--- config.mk ---
export PLATFORM = sky130hd
export DESIGN_NAME = sjis_glyph_address
export DESIGN_NICKNAME = d
export VERILOG_FILES = /design/src/design/sjga_pkg.sv /design/src/design/sjga_range_match.sv /design/src/design/sjga_index.sv /design/src/design/sjga_scale.sv /design/src/design/sjis_glyph_address.sv
export SDC_FILE = /design/constraint.sdc
export NUM_CORES = 1
export LEC_CHECK = 0
export ABC_AREA = 1
export CORE_UTILIZATION = 40
export CTS_CLUSTER_SIZE = 10
export DETAILED_ROUTE_END_ITERATION = 7
export DONT_BUFFER_PORTS = 1
export PLACE_DENSITY = 0.66
export SLEW_MARGIN = 30
export SYNTH_ARGS = -nofsm -noshare
export SYNTH_HDL_FRONTEND = slang
export SYNTH_SLANG_ARGS = --single-unit
--- constraint.sdc ---
create_clock -name i_clk -period 7.2 [get_ports i_clk]
set_input_delay 0.72 -clock i_clk [delete_from_list [all_inputs] [get_ports i_clk]]
set_output_delay 0.72 -clock i_clk [all_outputs]
set_load 0.02 [all_outputs]
--- src/design/sjga_pkg.sv ---
package sjga_pkg;

    // Fixed Shift-JIS range table size and derived widths
    localparam int TABLE_RANGES = 88;
    localparam int RID_W        = 7;
    localparam int IDX_W        = 14;
    localparam int CODE_W       = 16;
    localparam int ADDR_W       = 24;
    localparam int GSIZE_W      = 7;
    localparam int PROD_W       = IDX_W + GSIZE_W;
    localparam int SUM_W        = ADDR_W + 1;
    localparam int PADDR_W      = 4;
    localparam int PDATA_W      = 32;

    localparam logic [CODE_W-1:0] SINGLE_BYTE_LIMIT = 16'h0100;
    localparam logic [ADDR_W-1:0] ADDR_MAX          = 24'hFF_FFFF;

    // Configuration register indexes
    typedef enum logic [1:0] {
        REG_HALF_BYTES = 2'd0,
        REG_HALF_BASE  = 2'd1,
        REG_FULL_BYTES = 2'd2,
        REG_FULL_BASE  = 2'd3
    } t_reg_idx;

    typedef logic [CODE_W-1:0] t_span_arr [0:TABLE_RANGES-1];
    typedef logic [IDX_W-1:0]  t_cum_arr  [0:TABLE_RANGES-1];

    localparam t_span_arr SPAN_LO = '{
        16'h8140, 16'h8180, 16'h81b8, 16'h81c8, 16'h81da, 16'h81f0, 16'h81fc, 16'h824f,
        16'h8260, 16'h8281, 16'h829f, 16'h8340, 16'h8380, 16'h839f, 16'h83bf, 16'h8440,
        16'h8470, 16'h8480, 16'h849f, 16'h889f, 16'h8940, 16'h8980, 16'h8a40, 16'h8a80,
        16'h8b40, 16'h8b80, 16'h8c40, 16'h8c80, 16'h8d40, 16'h8d80, 16'h8e40, 16'h8e80,
        16'h8f40, 16'h8f80, 16'h9040, 16'h9080, 16'h9140, 16'h9180, 16'h9240, 16'h9280,
        16'h9340, 16'h9380, 16'h9440, 16'h9480, 16'h9540, 16'h9580, 16'h9640, 16'h9680,
        16'h9740, 16'h9780, 16'h9840, 16'h989f, 16'h9940, 16'h9980, 16'h9a40, 16'h9a80,
        16'h9b40, 16'h9b80, 16'h9c40, 16'h9c80, 16'h9d40, 16'h9d80, 16'h9e40, 16'h9e80,
        16'h9f40, 16'h9f80, 16'he040, 16'he080, 16'he140, 16'he180, 16'he240, 16'he280,
        16'he340, 16'he380, 16'he440, 16'he480, 16'he540, 16'he580, 16'he640, 16'he680,
        16'he740, 16'he780, 16'he840, 16'he880, 16'he940, 16'he980, 16'hea40, 16'hea80
    };

    localparam t_span_arr SPAN_HI = '{
        16'h817e, 16'h81ac, 16'h81bf, 16'h81ce, 16'h81e8, 16'h81f7, 16'h81fc, 16'h8258,
        16'h8279, 16'h829a, 16'h82f1, 16'h837e, 16'h8396, 16'h83b6, 16'h83d6, 16'h8460,
        16'h847e, 16'h8491, 16'h84be, 16'h88fc, 16'h897e, 16'h89fc, 16'h8a7e, 16'h8afc,
        16'h8b7e, 16'h8bfc, 16'h8c7e, 16'h8cfc, 16'h8d7e, 16'h8dfc, 16'h8e7e, 16'h8efc,
        16'h8f7e, 16'h8ffc, 16'h907e, 16'h90fc, 16'h917e, 16'h91fc, 16'h927e, 16'h92fc,
        16'h937e, 16'h93fc, 16'h947e, 16'h94fc, 16'h957e, 16'h95fc, 16'h967e, 16'h96fc,
        16'h977e, 16'h97fc, 16'h9872, 16'h98fc, 16'h997e, 16'h99fc, 16'h9a7e, 16'h9afc,
        16'h9b7e, 16'h9bfc, 16'h9c7e, 16'h9cfc, 16'h9d7e, 16'h9dfc, 16'h9e7e, 16'h9efc,
        16'h9f7e, 16'h9ffc, 16'he07e, 16'he0fc, 16'he17e, 16'he1fc, 16'he27e, 16'he2fc,
        16'he37e, 16'he3fc, 16'he47e, 16'he4fc, 16'he57e, 16'he5fc, 16'he67e, 16'he6fc,
        16'he77e, 16'he7fc, 16'he87e, 16'he8fc, 16'he97e, 16'he9fc, 16'hea7e, 16'heaa4
    };

    // Glyph count of all ranges before each range, built at elaboration
    function automatic t_cum_arr cum_table();
        t_cum_arr               c;
        logic [IDX_W-1:0]       acc;
        acc = '0;
        for (int i = 0; i < TABLE_RANGES; i++) begin
            c[i] = acc;
            acc  = acc + IDX_W'(SPAN_HI[i] - SPAN_LO[i] + 16'd1);
        end
        return c;
    endfunction

    localparam t_cum_arr SPAN_CUM = cum_table();

    // Word passed from range match to index build
    typedef struct packed {
        logic                single;
        logic                found;
        logic [RID_W-1:0]    rid;
        logic [CODE_W-1:0]   code;
    } t_range_word;

    // Word passed from index build to scaling
    typedef struct packed {
        logic                single;
        logic                found;
        logic [IDX_W-1:0]    operand;
    } t_index_word;

endpackage

--- src/design/sjga_range_match.sv ---
module sjga_range_match #(
    parameter int NUM_RANGES = 88
) (
    input  logic                        i_clk,
    input  logic                        i_rst_n,
    input  logic                        i_valid,
    output logic                        o_ready,
    input  logic [sjga_pkg::CODE_W-1:0] i_char_code,
    output logic                        o_valid,
    input  logic                        i_ready,
    output sjga_pkg::t_range_word       o_data
);
    import sjga_pkg::*;

    logic                    r_s1_valid;
    logic [TABLE_RANGES-1:0] r_s1_hit;
    logic [CODE_W-1:0]       r_s1_code;
    logic                    r_s1_single;
    logic [TABLE_RANGES-1:0] n_hit;
    logic                    n_single;
    logic                    s1_ready;

    logic                    r_s2_valid;
    t_range_word             r_s2_data;
    logic [RID_W-1:0]        n_rid;
    logic                    s2_ready;

    // Compare the code against every enabled range in parallel
    always_comb begin
        n_single = (i_char_code < SINGLE_BYTE_LIMIT);
        for (int i = 0; i < TABLE_RANGES; i++) begin
            n_hit[i] = (i < NUM_RANGES) && !n_single &&
                       (i_char_code >= SPAN_LO[i]) && (i_char_code <= SPAN_HI[i]);
        end
    end

    assign s2_ready = !r_s2_valid || i_ready;
    assign s1_ready = !r_s1_valid || s2_ready;
    assign o_ready  = s1_ready;

    // Hold the compare results
    always_ff @(posedge i_clk) begin
        if (!i_rst_n) begin
            r_s1_valid <= 1'b0;
        end else if (s1_ready) begin
            r_s1_valid <= i_valid;
        end
        if (s1_ready && i_valid) begin
            r_s1_hit    <= n_hit;
            r_s1_code   <= i_char_code;
            r_s1_single <= n_single;
        end
    end

    // Encode the one-hot hit into a range number
    always_comb begin
        n_rid = '0;
        for (int i = 0; i < TABLE_RANGES; i++) begin
            if (r_s1_hit[i]) begin
                n_rid = n_rid | RID_W'(i);
            end
        end
    end

    always_ff @(posedge i_clk) begin
        if (!i_rst_n) begin
            r_s2_valid <= 1'b0;
        end else if (s2_ready) begin
            r_s2_valid <= r_s1_valid;
        end
        if (s2_ready && r_s1_valid) begin
            r_s2_data.single <= r_s1_single;
            r_s2_data.found  <= r_s1_single || (|r_s1_hit);
            r_s2_data.rid    <= n_rid;
            r_s2_data.code   <= r_s1_code;
        end
    end

    assign o_valid = r_s2_valid;
    assign o_data  = r_s2_data;

`ifndef SYNTHESIS
    assert property (@(posedge i_clk) disable iff (!i_rst_n)
        r_s1_valid |-> $onehot0(r_s1_hit))
        else $error("code matched more than one range");

    assert property (@(posedge i_clk) disable iff (!i_rst_n)
        r_s1_valid && r_s1_single |-> (r_s1_hit == '0))
        else $error("single-byte code matched a double-byte range");
`endif

endmodule

--- src/design/sjga_index.sv ---
module sjga_index (
    input  logic                  i_clk,
    input  logic                  i_rst_n,
    input  logic                  i_valid,
    output logic                  o_ready,
    input  sjga_pkg::t_range_word i_data,
    output logic                  o_valid,
    input  logic                  i_ready,
    output sjga_pkg::t_index_word o_data
);
    import sjga_pkg::*;

    logic             r_valid;
    t_index_word      r_data;
    logic [IDX_W-1:0] n_operand;
    logic [IDX_W-1:0] glyph_idx;

    // Glyphs before the range plus distance into it
    assign glyph_idx = SPAN_CUM[i_data.rid] +
                       IDX_W'(i_data.code - SPAN_LO[i_data.rid]);

    // Single-byte codes scale the code itself
    assign n_operand = i_data.single ? IDX_W'(i_data.code[7:0]) : glyph_idx;

    assign o_ready = !r_valid || i_ready;

    always_ff @(posedge i_clk) begin
        if (!i_rst_n) begin
            r_valid <= 1'b0;
        end else if (o_ready) begin
            r_valid <= i_valid;
        end
        if (o_ready && i_valid) begin
            r_data.single  <= i_data.single;
            r_data.found   <= i_data.found;
            r_data.operand <= n_operand;
        end
    end

    assign o_valid = r_valid;
    assign o_data  = r_data;

endmodule

--- src/design/sjga_scale.sv ---
module sjga_scale (
    input  logic                         i_clk,
    input  logic                         i_rst_n,
    input  logic                         i_valid,
    output logic                         o_ready,
    input  sjga_pkg::t_index_word        i_data,
    input  logic [sjga_pkg::GSIZE_W-1:0] i_half_bytes,
    input  logic [sjga_pkg::ADDR_W-1:0]  i_half_base,
    input  logic [sjga_pkg::GSIZE_W-1:0] i_full_bytes,
    input  logic [sjga_pkg::ADDR_W-1:0]  i_full_base,
    output logic                         o_valid,
    input  logic                         i_ready,
    output logic [sjga_pkg::ADDR_W-1:0]  o_glyph_address,
    output logic                         o_found,
    output logic                         o_overflow
);
    import sjga_pkg::*;

    logic               r_mul_valid;
    logic [PROD_W-1:0]  r_mul_prod;
    logic               r_mul_single;
    logic               r_mul_found;
    logic [GSIZE_W-1:0] gsize;
    logic [PROD_W-1:0]  n_prod;
    logic               mul_ready;

    logic               r_out_valid;
    logic [ADDR_W-1:0]  r_out_addr;
    logic               r_out_found;
    logic               r_out_ovf;
    logic [ADDR_W-1:0]  base;
    logic [SUM_W-1:0]   n_sum;
    logic [ADDR_W-1:0]  n_addr;
    logic               n_ovf;

    // Multiply the glyph index by the glyph size
    assign gsize  = i_data.single ? i_half_bytes : i_full_bytes;
    assign n_prod = PROD_W'(i_data.operand) * PROD_W'(gsize);

    assign o_ready   = !r_mul_valid || mul_ready;
    assign mul_ready = !r_out_valid || i_ready;

    always_ff @(posedge i_clk) begin
        if (!i_rst_n) begin
            r_mul_valid <= 1'b0;
        end else if (o_ready) begin
            r_mul_valid <= i_valid;
        end
        if (o_ready && i_valid) begin
            r_mul_prod   <= n_prod;
            r_mul_single <= i_data.single;
            r_mul_found  <= i_data.found;
        end
    end

    // Add the base, saturate at 24 bits, zero a miss
    assign base  = r_mul_single ? i_half_base : i_full_base;
    assign n_sum = SUM_W'(r_mul_prod) + SUM_W'(base);

    always_comb begin
        if (!r_mul_found) begin
            n_addr = '0;
            n_ovf  = 1'b0;
        end else if (n_sum[ADDR_W]) begin
            n_addr = ADDR_MAX;
            n_ovf  = 1'b1;
        end else begin
            n_addr = n_sum[ADDR_W-1:0];
            n_ovf  = 1'b0;
        end
    end

    always_ff @(posedge i_clk) begin
        if (!i_rst_n) begin
            r_out_valid <= 1'b0;
        end else if (mul_ready) begin
            r_out_valid <= r_mul_valid;
        end
        if (mul_ready && r_mul_valid) begin
            r_out_addr  <= n_addr;
            r_out_found <= r_mul_found;
            r_out_ovf   <= n_ovf;
        end
    end

    assign o_valid         = r_out_valid;
    assign o_glyph_address = r_out_addr;
    assign o_found         = r_out_found;
    assign o_overflow      = r_out_ovf;

`ifndef SYNTHESIS
    assert property (@(posedge i_clk) disable iff (!i_rst_n)
        r_out_valid && !r_out_found |-> (r_out_addr == '0) && !r_out_ovf)
        else $error("missed code gave a non-zero word");

    assert property (@(posedge i_clk) disable iff (!i_rst_n)
        r_out_valid && r_out_ovf |-> (r_out_addr == ADDR_MAX) && r_out_found)
        else $error("overflow without saturated address");

    assert property (@(posedge i_clk) disable iff (!i_rst_n)
        r_mul_valid && r_mul_single |-> r_mul_found)
        else $error("single-byte code marked not found");
`endif

endmodule

--- src/design/sjis_glyph_address.sv ---
// Channel   | Handshake          | Payload
// ----------+--------------------+----------------------------------------------
// input     | i_valid / o_ready  | i_char_code[15:0]
// output    | o_valid / i_ready  | o_glyph_address[23:0], o_found, o_overflow
// config    | psel/penable/pwrite| paddr[3:0], pwdata[31:0], prdata[31:0]
//
// One word enters per cycle while the output is not stalled, and each result
// passes five register stages: range compare, range encode, index build,
// glyph-size multiply and base add with saturation.
// Reset clears every stage's valid bit and loads the register defaults.
// A stall at the output backs up stage by stage; empty stages keep filling.
module sjis_glyph_address #(
    parameter int NUM_RANGES = 88
) (
    input  logic                          i_clk,
    input  logic                          i_rst_n,
    input  logic                          i_valid,
    output logic                          o_ready,
    input  logic [15:0]                   i_char_code,
    output logic                          o_valid,
    input  logic                          i_ready,
    output logic [23:0]                   o_glyph_address,
    output logic                          o_found,
    output logic                          o_overflow,
    input  logic                          psel,
    input  logic                          penable,
    input  logic                          pwrite,
    input  logic [sjga_pkg::PADDR_W-1:0]  paddr,
    input  logic [sjga_pkg::PDATA_W-1:0]  pwdata,
    output logic [sjga_pkg::PDATA_W-1:0]  prdata,
    output logic                          pready
);
    import sjga_pkg::*;

    logic [GSIZE_W-1:0] r_half_bytes;
    logic [ADDR_W-1:0]  r_half_base;
    logic [GSIZE_W-1:0] r_full_bytes;
    logic [ADDR_W-1:0]  r_full_base;
    t_reg_idx           reg_sel;
    logic               cfg_wr;

    logic               rng_valid;
    logic               rng_ready;
    t_range_word        rng_data;
    logic               idx_valid;
    logic               idx_ready;
    t_index_word        idx_data;

    assign pready  = 1'b1;
    assign reg_sel = t_reg_idx'(paddr[3:2]);
    assign cfg_wr  = psel && penable && pwrite && pready;

    // Write the configuration registers
    always_ff @(posedge i_clk) begin
        if (!i_rst_n) begin
            r_half_bytes <= GSIZE_W'(16);
            r_half_base  <= '0;
            r_full_bytes <= GSIZE_W'(32);
            r_full_base  <= '0;
        end else if (cfg_wr) begin
            case (reg_sel)
                REG_HALF_BYTES: r_half_bytes <= pwdata[GSIZE_W-1:0];
                REG_HALF_BASE:  r_half_base  <= pwdata[ADDR_W-1:0];
                REG_FULL_BYTES: r_full_bytes <= pwdata[GSIZE_W-1:0];
                REG_FULL_BASE:  r_full_base  <= pwdata[ADDR_W-1:0];
                default: ;
            endcase
        end
    end

    // Read back the selected register
    always_comb begin
        case (reg_sel)
            REG_HALF_BYTES: prdata = PDATA_W'(r_half_bytes);
            REG_HALF_BASE:  prdata = PDATA_W'(r_half_base);
            REG_FULL_BYTES: prdata = PDATA_W'(r_full_bytes);
            REG_FULL_BASE:  prdata = PDATA_W'(r_full_base);
            default:        prdata = '0;
        endcase
    end

    sjga_range_match #(
        .NUM_RANGES (NUM_RANGES)
    ) u_match (
        .i_clk       (i_clk),
        .i_rst_n     (i_rst_n),
        .i_valid     (i_valid),
        .o_ready     (o_ready),
        .i_char_code (i_char_code),
        .o_valid     (rng_valid),
        .i_ready     (rng_ready),
        .o_data      (rng_data)
    );

    sjga_index u_index (
        .i_clk   (i_clk),
        .i_rst_n (i_rst_n),
        .i_valid (rng_valid),
        .o_ready (rng_ready),
        .i_data  (rng_data),
        .o_valid (idx_valid),
        .i_ready (idx_ready),
        .o_data  (idx_data)
    );

    sjga_scale u_scale (
        .i_clk           (i_clk),
        .i_rst_n         (i_rst_n),
        .i_valid         (idx_valid),
        .o_ready         (idx_ready),
        .i_data          (idx_data),
        .i_half_bytes    (r_half_bytes),
        .i_half_base     (r_half_base),
        .i_full_bytes    (r_full_bytes),
        .i_full_base     (r_full_base),
        .o_valid         (o_valid),
        .i_ready         (i_ready),
        .o_glyph_address (o_glyph_address),
        .o_found         (o_found),
        .o_overflow      (o_overflow)
    );

endmodule

* After elaboration in Yosys (flattened, before gate mapping)
Memory sizes are Yosys's and may differ from the RTL's. Cells that the tools add are included.
Storage, ports and cells: logic and storage cells 558, memories kept 2, ROM bits 3840, bits in latches 0, register bits 258, output and inout bits 61, RAM bits 0
Cells by class: shifts and indexed selects 0, bitwise logic cells 1, div/mod/pow operators 0, $mul 1, $add $sub $neg 3, reduce and logical (&&, ||, !) cells 205, muxes and demuxes 124, magnitude comparators 178, equality and inequality tests 13
Memories:
- (no name shown) | words 128, bits a word 16, rd ports 1, clocked after memory_dff 0, wr ports 0, line sjga_index.sv:20 | IDX_W'(i_data.code - SPAN_LO[i_data.rid]);
- (no name shown) | words 128, bits a word 14, rd ports 1, clocked after memory_dff 0, wr ports 0, line sjga_index.sv:19 | assign glyph_idx = SPAN_CUM[i_data.rid] +
Operators with widths (number):
- $ge A16 B16 Y1 const B | 88
- $le A16 B16 Y1 const B | 88
- $mux W24 | 13
- $mux W6 | 32
- $logic_and A1 B1 Y1 | 183
- $pmux W32 S4 | 1
- $reduce_or A88 Y1 | 1
- $mux W5 | 16
- $mux W7 | 11
- $mux W4 | 16
- $mux W14 | 4
- $add A21 B24 Y25 | 1
- $mux W3 | 8
- $reduce_or A24 Y1 | 1
- $mul A14 B7 Y21 | 1
- $ne A2 B1 Y1 const B | 10
- $lt A16 B9 Y1 const B | 1
- $mux W1 | 16
- $add A14 B14 Y14 | 1
- $sub A14 B14 Y14 | 1
- $mux W2 | 6
- $ge A8 B8 Y1 const B | 1
- $mux W8 | 1
- $not A7 Y8 | 1
- other kinds (9) | 23

* Depth between registers and ports, before layout
Gate-level depths: netlist (run 1).
word-level depth 82, depth in mapped cells 23

* Modules after synthesis
From an unflattened synthesis (run 1), not the netlist that was laid out.
Unflattened totals: cells, all modules 3149, area, all modules 22013.6 um^2
By module, submodules not included:
- sjga_range_match | seq. area each 3943.8 um^2, times used 1, area an instance 8699.6 um^2, cells each 1169
- sjga_scale | seq. area each 1511.4 um^2, times used 1, area an instance 6869.1 um^2, cells each 966
- sjga_index | seq. area each 500.5 um^2, times used 1, area an instance 3499.6 um^2, cells each 572
- sjis_glyph_address | seq. area each 1241.2 um^2, times used 1, area an instance 2945.3 um^2, cells each 442

* Worst setup path before layout (run 1)
Ideal clock, no wire load.
kind input -> register, start point input port i_ready, end point register u_match.r_s1_code[0] (enable), library setup time 598 ps, path buffers 0, cell stages on the path 8, arrival 6080 ps, slack 521 ps, data required time 6602 ps, path through nor2_1 -> inv_1 -> nor2_1 -> inv_1 -> nor2_1 -> inv_1 -> nor2_1 -> a21oi_1
On the way: cells in the longest elaborated chain, start to end 6
RTL lines:
- start: declaration | line sjis_glyph_address.sv:21 | input logic i_ready,
- $logic_or A1 B1 Y1 | line sjga_scale.sv:41 | assign mul_ready = !r_out_valid || i_ready;
- $logic_or A1 B1 Y1 | line sjga_scale.sv:40 | assign o_ready = !r_mul_valid || mul_ready;
- $logic_or A1 B1 Y1 | line sjga_index.sv:25 | assign o_ready = !r_valid || i_ready;
- $logic_or A1 B1 Y1 | line sjga_range_match.sv:37 | assign s2_ready = !r_s2_valid || i_ready;
- $logic_or A1 B1 Y1 | line sjga_range_match.sv:38 | assign s1_ready = !r_s1_valid || s2_ready;
- $logic_and A1 B1 Y1 | line sjga_range_match.sv:48 | if (s1_ready && i_valid) begin
- end signal: assignment | line sjga_range_match.sv:50 | r_s1_code <= i_char_code;
- end: declaration | line sjga_range_match.sv:17 | logic [CODE_W-1:0] r_s1_code;
Every way passes these cells. A chain may end at the register's enable or synchronous reset.

* Worst setup path in the final report (run 1)
start point register u_index.r_data (netlist bit u_index.o_data[15]), end point register u_scale.r_mul_prod[18] (data pin)
On the way: cells in the longest elaborated chain, start to end 2
RTL lines:
- start: declaration | line sjga_index.sv:14 | t_index_word r_data;
- $mux W7 | line sjga_scale.sv:37 | assign gsize = i_data.single ? i_half_bytes : i_full_bytes;
- $mul A14 B7 Y21 | line sjga_scale.sv:38 | assign n_prod = PROD_W'(i_data.operand) * PROD_W'(gsize);
- named net u_scale.n_prod[18] | line sjga_scale.sv:24 | logic [PROD_W-1:0] n_prod;
- end signal: assignment | line sjga_scale.sv:50 | r_mul_prod <= n_prod;
- end: declaration | line sjga_scale.sv:20 | logic [PROD_W-1:0] r_mul_prod;
The timed path passes the listed nets, and every way through them passes these cells.

==> metrics.cfg, run 1 <==
[global_routing]
grt_antenna_before_repair=4
grt_max_degree=64
grt_util_all_layers_pct=25.31
gr-total-overflow=0
first_global_vias=18340
grt_pass1_wl_um=100400

[worst_setup_path]
slowest_stage=o21ai_1
setup.worst_path.start_class=register
cpLargestDelayFamily=adder cells
rr_worst_depth=17
max_stage_delay_ns=0.54
r2r-end=u_scale.r_mul_prod[18]
crit_buf_inv=3
reg2reg_from=u_index.o_data[15]
worstSetupPathType=register to register
worstPathRequired_ns=7.49
cp_max_fo=9
rrSetupSlack_ns=1.70
cp_cell_sequence=inv_1 > o21ai_1 > clkinv_1 > nand2_1 > fa_1 > inv_1 > fa_1 > fa_1 > fa_1 > ha_1 > a21oi_1 > a21boi_1 > o21ai_0 > nand3_1 > nand2_1 > nand2_1 > nand2_1
cp.arrival_ns=5.79
end_kind=register

[power]
p_seq_share_pct=41.8
irDropWorstVdd_v=0.0001335
power.density_mw_per_mm2=190.2
power.leakage_nw=9.401
p_switching_mw=1.209
p_int_mw=2.924
p_comb_share_pct=19.0
pwr-share-clk_pct=39.2
total_power_mw=4.133
switching_share_pct=29.25

[synthesis]
synth_top_area_share_pct=28.59
synthTopCellsByArea=edfxtp_1 29%, nand2_1 12%, fa_1 7.3%, a21oi_1 6.9%, dfxtp_1 6.7%
yosysWarnings=0
post_synth_num_cell_types=57
synth_edf_count=191
netlist.top_cell.by_area=edfxtp_1
ys_async_sr_fraction_pct=0
seq_area_frac_synth_pct=35.28
syn_area_per_cell_sq_um=7.362
ys_ff_latch=258
synthFlopType=edfxtp_1
synthesis.area_sq_mm=0.02006
syn-instance-count=2725

[hold_path]
hp-start=i_char_code[11]
holdPathEnd=u_match.r_s1_code[11]
hold_path_class=primary input to register
hold_depth=0

[cells_and_area]
final_cell_mix=629 x nand2_1, 342 x inv_1, 286 x nor2_1, 275 x a21oi_1, 200 x o21ai_0
area_delta_synth_final_pct=8.289
layout.filler_cells=5019
final_common_cell=nand2_1
final_util_pct=44.10
drive_gt1_share_pct=5.551
fin_nets=2917

[cts]
htree_num_levels=2
clk_pin_slew_ns=0.06
cts_root_buf=clkbuf_16
clock_sinks=258
cts_tree=yes
post_cts_resized=0
postCtsSetupBuffers=0
clock_path_buffers=3
hold_buffers=0
cts-buffers-inserted=34
clock_latency_ns=0.54

[run_status]
status=finished clean

[route]
via_per_inst=5.627
drtPass1Iterations=6
drtIter0Drc=1708
num_vias=19050
drtAntennaViolNets=0
totalWireLength_um=64660
drcViolationCount=0
routedWlPerCell_um=19.10

[die]
row_count=81
die_w_um=225.9
die_area_sq_mm=0.05105
start_util_pct=40.73
fp.dieH_um=225.9
core_sq_mm=0.04925
pin_count=120

[sta]
slew_violations=0
hold_ws_ns=0.2936
fin_crit_ns=5.495
fin_worst_skew_ns=0.02839
slew_headroom_pct=34.17
setup_violations=0
fmax_mhz=182.0
fin_setup_tns_ns=0
final-hold-violation-count=0
rsz0062_at_grt=no
setup_ws_ns=1.705
worst_pin_slew_ns=0.9784
fin_crit_sh_pct=76.32

[place]
hpwl_um=49570
io_buffers=0
place_congestion=0.9957
pre_cts_ws_ns=1.721

[run]
maxCapViolCount=0

==> power by group through the flow <==
stage | Clock (mW) | Combinational, mW | Sequential [mW]
after global placement | 0 | 0.770 | 1.75
after floorplan | 0 | 0.591 | 1.74
after global routing | 1.70 | 0.887 | 1.73
after detailed placement | 0 | 0.777 | 1.76
after CTS | 1.65 | 0.782 | 1.73
final | 1.62 | 0.785 | 1.73
==> cells in the mapped netlist, types with 5 or more instances <==
cell	count
a211oi_1	9
a21boi_1	6
a21o_1	5
a21oi_1	276
a22oi_1	21
a31oi_1	16
buf_2	17
buf_4	13
clkbuf_1	50
clkinv_1	11
dfxtp_1	67
edfxtp_1	191
fa_1	73
ha_1	87
inv_1	343
inv_2	37
nand2_1	629
nand2_2	5
nand3_1	96
nand3b_1	7
nand4_1	40
nor2_1	290
nor2_2	10
nor2_4	5
nor3_1	39
nor4_1	27
o211ai_1	9
o21ai_0	200
o21ai_1	46
o22ai_1	7
or2_2	23
xnor2_1	9
xor2_1	18
==> layout make-up <==
cell class / count / area [sq um] / area share [%]
diodes: 1 / 2.502 / 0.01152
clock buffers: 51 / 988.4 / 4.550
clock inverters: 7 / 65.06 / 0.2995
inverters: 392 / 1474 / 6.785
multi-input cells: 1997 / 11170 / 51.43
flip-flops and latches: 258 / 7077 / 32.58
well taps: 664 / 830.8 / 3.824
repair buffers: 15 / 112.6 / 0.5184
==> worst register-to-register path, stage by stage (launching register included) <==
cell and delay, ns:
edfxtp_1 0.43, inv_1 0.16, o21ai_1 0.54, clkinv_1 0.47
nand2_1 0.20, fa_1 0.40, inv_1 0.08, fa_1 0.46
fa_1 0.53, fa_1 0.51, ha_1 0.37, a21oi_1 0.21
a21boi_1 0.33, o21ai_0 0.24, nand3_1 0.16, nand2_1 0.07
nand2_1 0.06, nand2_1 0.05
==> sequential cells by signal, summed over array words and instances (netlist names), 7 cells and up <==
| name | cells |
|---|---|
| r_full_bytes | 7 |
| r_half_base | 24 |
| u_scale.o_glyph_address | 24 |
| u_match.o_data | 23 |
| u_index.o_data | 16 |
| u_match.r_s1_hit | 88 |
| u_scale.r_mul_prod | 21 |
| r_full_base | 24 |
| u_match.r_s1_code | 14 |
| r_half_bytes | 7 |
==> worst max path at each step <==
stage / slack (ns) / end / start / cells after the start
6_report: 1.70 / u_scale.r_mul_prod[18] / u_index.o_data[15] / 17
5_1_grt: 1.31 / u_scale.r_mul_prod[12] / u_index.o_data[15] / 17
4_1_cts: 1.71 / u_scale.r_mul_prod[18] / u_index.o_data[15] / 17
3_5_place_dp: 1.72 / u_scale.r_mul_prod[18] / u_index.o_data[15] / 17
3_3_place_gp: 1.71 / u_scale.r_mul_prod[18] / u_index.o_data[15] / 17
2_1_floorplan: 0.52 / u_match.r_s1_code[0] / i_ready / 8
==> per-stage QoR <==
step	cells	area, sq um
finish	3385	21720
global route	3384	21720
CTS	3384	21720
detailed placement	3326	20670
global placement	3326	20650
floorplan	2732	20090
==> kinds of logic (layout without fill, tap and decap cells) <==
kind of cell | after synthesis | in the layout | synth area share [%]
DFF | 258 | 258 | 35.28
and+or+nand+nor | 1178 | 1178 | 24.70
buffers and inverters | 477 | 465 | 9.324
xor gates and xnor gates | 27 | 27 | 1.179
AOI/OAI and AO/OA | 623 | 623 | 16.77
adders and majority gates | 160 | 160 | 12.71
other | 2 | 10 | 0.03744
==> per-layer routing <==
metal,up-vias,global-route usage [%],routed length (um)
li1,9010,-,-
met1,8941,31.74,26540
met2,903,42.14,29970
met3,190,4.528,5277
met4,4,11.70,2851
met5,-,0,23
(Power assumes the default switching activity.)
==> inputs of run 2 (changes only) <==
ABC_AREA = 0   (was 1)
clock period = 5.5 ns   (was 7.2 ns; I/O delays follow)
==> run 2 against run 1 <==
  * Hold slack got worse by 0.22 ns
  * Sequential share of layout area increased by 1.8 points
  * Die area fell by 5.1%
  * The flow now finishes with violations (DRC)
  * Critical endpoint is now u_scale.r_mul_prod[19]
  * Flip-flop and latch count did not move
  * Critical path type unchanged
  * Count of clock-buffer cells in the layout increased by 1
  * Largest cell class unchanged
  * Highest routed layer unchanged
  * Combinational power decreased by 52%
  * Largest power group unchanged
  * Synthesized cell count down 23%
  * Area after synthesis fell by 5.2%
  * Via count down 16%
==> metrics.cfg, run 2 <==
[synthesis]
synthTopCellsByArea=edfxtp_1 30%, fa_1 7.7%, dfxtp_1 7.1%, ha_1 5.7%, nand2_1 5.5%
synthesis.area_sq_mm=0.01902
synthFlopType=edfxtp_1
synth_top_area_share_pct=30.15
seq_area_frac_synth_pct=37.21
syn_area_per_cell_sq_um=9.114
synth_most_common_cell=nand2_1
netlist_top_cells_count=279 x nand2_1, 192 x nor2_1, 191 x edfxtp_1
yosysWarnings=0
netlist.top_cell.by_area=edfxtp_1
ys_ff_latch=258
post_synth_num_cell_types=84
syn-instance-count=2087
synth_edf_count=191
ys_async_sr_fraction_pct=0

[cells_and_area]
final_util_pct=44.07
finish.instance_area_sq_mm=0.02060
regMostFlops=u_match.r_s1_hit
final_common_cell=nand2_1
final_cell_mix=278 x nand2_1, 192 x nor2_1, 191 x edfxtp_1, 145 x a21oi_1, 101 x inv_1
drive_gt1_share_pct=8.091
antenna-diode-count=0
layout.filler_cells=4471
area_delta_synth_final_pct=8.321
fin_nets=2259
largest_reg_flops=88

[global_routing]
grt_pass1_wl_um=88490
gr-total-overflow=0
grt_max_degree=68
grt_util_all_layers_pct=23.57
grt_antenna_before_repair=1
first_global_vias=15420

[route]
drtAntennaViolNets=0
totalWireLength_um=57630
drtPass1Iterations=8
drcViolationCount=5
drtIter0Drc=1699
via_per_inst=5.985
routedWlPerCell_um=21.58
num_vias=15990

[run_status]
status=finished, violations left
violations=DRC

[sta]
worst_pin_slew_ns=1.062
fin_crit_sh_pct=95.96
fin_setup_tns_ns=0
slew_violations=0
fmax_mhz=189.5
setup_violations=0
final-hold-violation-count=0
setup_ws_ns=0.2224
fin_worst_skew_ns=0.01337
slew_headroom_pct=27.39
fin_crit_ns=5.278

[worst_setup_path]
rr_worst_depth=18
cp.arrival_ns=5.59
cp-endpoint=u_scale.r_mul_prod[19]
r2r-end=u_scale.r_mul_prod[19]
end_kind=register
setup.worst_path.start=u_index.o_data[15]
setup.worst_path.start_class=register
worstPathRequired_ns=5.81
reg2reg_from=u_index.o_data[15]
cp_max_fo=14
worstSetupPathType=register to register
rrSetupSlack_ns=0.22

[place]
io_buffers=0
place_congestion=0.9691
pre_cts_ws_ns=0.1191
hpwl_um=43010
dpl_cell_area_sq_mm=0.01961

[die]
row_count=79
die_area_sq_mm=0.04843
core_sq_mm=0.04675
start_util_pct=40.68
pin_count=120
fp.dieH_um=220.1
die_w_um=220.1

[cts]
htree_num_levels=1
clk_pin_slew_ns=0.06
cts_root_buf=clkbuf_16
cts-buffers-inserted=31
clock_path_buffers=3
hold_buffers=0
cts_tree=yes
clock_latency_ns=0.56
clock_sinks=258

[power]
power.leakage_nw=7.655
power.density_mw_per_mm2=218.0
irDropWorstVdd_v=0.0002287

[run]
maxCapViolCount=0

[hold_path]
hold_path_class=primary input to register

==> run 2: cell type report <==
type / instances / area [sq um] / share of cell area, %
sequential: 258 / 7077 / 34.35
timing repair buffer: 42 / 315.3 / 1.530
clock buffer: 52 / 874.6 / 4.245
tap: 607 / 759.5 / 3.686
inverter: 106 / 397.9 / 1.931
multi-input combinational: 1601 / 11120 / 53.99
clock inverter: 5 / 56.30 / 0.2733
==> run 2: repair_timing <==
action,CTS,global route
resized for setup,0,8
setup endpoints to repair,0,3
buffers inserted,0,4
==> run 2: where the power goes <==
part | internal (mW) | leakage, nW | switching [mW] | total, mW
clock network | 1.12 | 0.445 | 0.776 | 1.89
logic | 0.139 | 4.90 | 0.240 | 0.379
registers | 2.16 | 2.30 | 0.0525 | 2.22
==> run 2: worst max-delay path: stages, from the launching register on <==
cell and delay, ns:
edfxtp_1 0.47, buf_4 0.19, mux2_4 0.37, and2_1 0.19
fa_1 0.47, inv_1 0.05, fa_1 0.46, fa_1 0.54
inv_1 0.05, fa_1 0.42, ha_1 0.33, or2_2 0.30
o31a_1 0.11, o31a_1 0.12, a41o_1 0.31, a211oi_2 0.26
o31ai_1 0.10, a21oi_1 0.18, xnor2_1 0.08
==> run 2: cell families after synthesis <==
family,after synthesis,share of synthesized area (%)
other,2,0.03948
AND/OR/NAND/NOR,830,20.71
buffers and inverters,235,4.855
AO/OA/AOI/OAI,470,16.40
flip-flops,258,37.21
multiplexers,88,5.361
XOR/XNOR,44,2.026
adder cells (fa/ha/maj),160,13.41
==> run 2: worst min-delay path by stage <==
stage	depth (start not counted)	end	slack (ns)	from
3_3_place_gp	0	u_match.o_data[0]	0.40	u_match.r_s1_code[0]
6_report	1	r_half_bytes[4]	0.07	i_rst_n
5_1_grt	1	r_half_bytes[4]	0.04	i_rst_n
3_5_place_dp	0	u_match.o_data[9]	0.41	u_match.r_s1_code[9]
2_1_floorplan	0	u_index.o_data[14]	0.40	u_match.o_data[23]
4_1_cts	1	r_half_bytes[4]	0.04	i_rst_n
==> run 2: per-layer routing <==
metal / part of all wire (%) / track usage, %
met4: 4.0 / 9.402
met1: 40 / 29.00
met5: 0.059 / 0
met2: 49 / 41.10
met3: 7.0 / 3.561
==> run 2: through the flow <==
step,power [mW],std cells,hold slack [ns]
floorplan,2.550,2094,0.4003
global placement,2.621,2610,0.4010
detailed placement,2.627,2610,0.4056
CTS,4.510,2667,0.03939
global route,4.634,2671,0.03797
finish,4.491,2671,0.07455
==> inputs of run 3 (changes only) <==
CORE_MARGIN = 2   (was not set)
CORE_UTILIZATION = 60   (was 40)
PLACE_DENSITY = 0.88   (was 0.66)
clock period = 5.1 ns   (was 5.5 ns; I/O delays follow)
==> run 3 against run 2 <==
  * The run ends with setup timing left
  * Power increased by 7.7%
  * Via count increased by 8.4%
  * Non-clock buffer count increased by 26
  * Combinational power increased by 20%
  * Utilization increased by 22 points
==> metrics.cfg, run 3 (synthesized netlist as in run 2, its figures left out) <==
[place]
dpl.cell_count=2425
dpl_cell_area_sq_mm=0.01950
hpwl_um=42250
pre_cts_ws_ns=-0.2551
io_buffers=0
place_congestion=1.011

[route]
drtPass1Iterations=6
via_per_inst=6.982
routedWlPerCell_um=24.73
totalWireLength_um=61370
drtIter0Drc=2334
drtAntennaViolNets=0
drcViolationCount=0
num_vias=17330

[die]
die_w_um=182.1
core_sq_mm=0.03139
fp.dieH_um=182.1
die_area_sq_mm=0.03314
start_util_pct=60.59
row_count=65
pin_count=120

[worst_setup_path]
max_stage_delay_ns=0.62
end_kind=register
cpMostUsedCell=fa_1
slowest_stage=fa_2
worstSetupPathType=register to register
cp_max_fo=4
crit_buf_inv=3
cp.arrival_ns=5.74
cpLargestDelayFamily=adder cells
cp_cell_sequence=buf_6 > mux2_4 > and2_4 > fa_1 > inv_1 > fa_1 > fa_1 > inv_2 > fa_2 > ha_4 > o31a_1 > o31a_1 > a41o_1 > a211oi_2 > o31ai_2 > a21oi_1 > xnor2_1
worstPathRequired_ns=5.41
setup.worst_path.start_class=register

[power]
power.leakage_nw=7.822
irDropWorstVdd_v=0.0002459
power.density_mw_per_mm2=233.7

[cells_and_area]
layout.cells.non_filler=2482
drive_gt1_share_pct=10.45
regMostFlops=u_match.r_s1_hit
area_delta_synth_final_pct=8.769
finish.instance_area_sq_mm=0.02069
final_util_pct=65.90
fin_nets=2284
final_cell_mix=276 x nand2_1, 191 x edfxtp_1, 190 x nor2_1, 139 x a21oi_1, 98 x inv_1
layout.filler_cells=2291
largest_reg_flops=88
final_common_cell=nand2_1

[run_status]
status=finished, violations left
violations=setup timing

[cts]
clock_sinks=258
htree_num_levels=1
hold_buffers=0
cts_tree=yes
cts_root_buf=clkbuf_16
clk_pin_slew_ns=0.06
cts-buffers-inserted=30
clock_latency_ns=0.57
clock_path_buffers=3

[sta]
fmax_mhz=184.0
worst_pin_slew_ns=1.035
slew_violations=0
hold_ws_ns=0.02385
fin_crit_sh_pct=106.6
final-hold-violation-count=0
rsz0062_at_grt=yes
setup_violations=11
fin_crit_ns=5.435
setup_ws_ns=-0.3349
slew_headroom_pct=31.00
fin_worst_skew_ns=0.02880

[hold_path]
hold_path_class=primary input to register

[global_routing]
first_global_vias=16600
grt_pass1_wl_um=92690
gr-total-overflow=0
grt_max_degree=68
grt_util_all_layers_pct=35.55
grt_antenna_before_repair=4

[run]
maxCapViolCount=0

[run 3: cell count changes in the layout (fill, tap and decap cells not counted), moves of 4 or more]
cell and change:
a21oi_1 -6, a21oi_2 +6, buf_4 +21, clkbuf_1 -11
ha_1 -5, ha_4 +4
[run 3: report_power, final]
group	internal, mW	switching [mW]
clock	1.17	0.821
sequential	2.33	0.0596
combinational	0.163	0.291
[run 3: final timing paths]
path	start	to	slack, ns	depth (start not counted)
setup / recovery	u_index.o_data[15]	u_scale.r_mul_prod[19]	-0.33	17
hold reg to reg	u_match.r_s1_code[12]	u_match.o_data[12]	0.42	0
setup reg to reg	u_index.o_data[15]	u_scale.r_mul_prod[19]	-0.33	17
hold / removal	i_rst_n	r_full_bytes[5]	0.02	1
[run 3: final cells by class]
class	count	area (sq um)	area share, %
inverters	106	397.9	1.923
clock buffers	42	835.8	4.040
multi-input cells	1601	11270	54.48
repair buffers	68	550.5	2.661
well taps	402	503.0	2.431
flip-flops and latches	258	7077	34.21
diodes	3	7.507	0.03629
clock inverters	2	46.29	0.2238
[run 3: through the flow]
step | power (mW) | TNS (ns)
after floorplan | 2.751 | 0
after global placement | 2.825 | -0.1301
after detailed placement | 2.844 | -0.6900
after CTS | 4.788 | 0
after global routing | 4.947 | -2.305
final | 4.836 | -1.714
[run 3: repair_timing]
item | 4_1_cts | 5_1_grt
setup endpoints to repair | 9 | 12
pin swaps | 14 | 24
hold endpoints to repair | 0 | 0
gates cloned | 0 | 1
buffers inserted | 4 | 5
gates resized for setup | 17 | 31
[run 3: per-layer routing]
metal,GRT usage [%],part of all wire [%]
met1,43.20,34
met2,59.40,46
met3,6.985,12
met4,20.35,7.8
met5,0,0
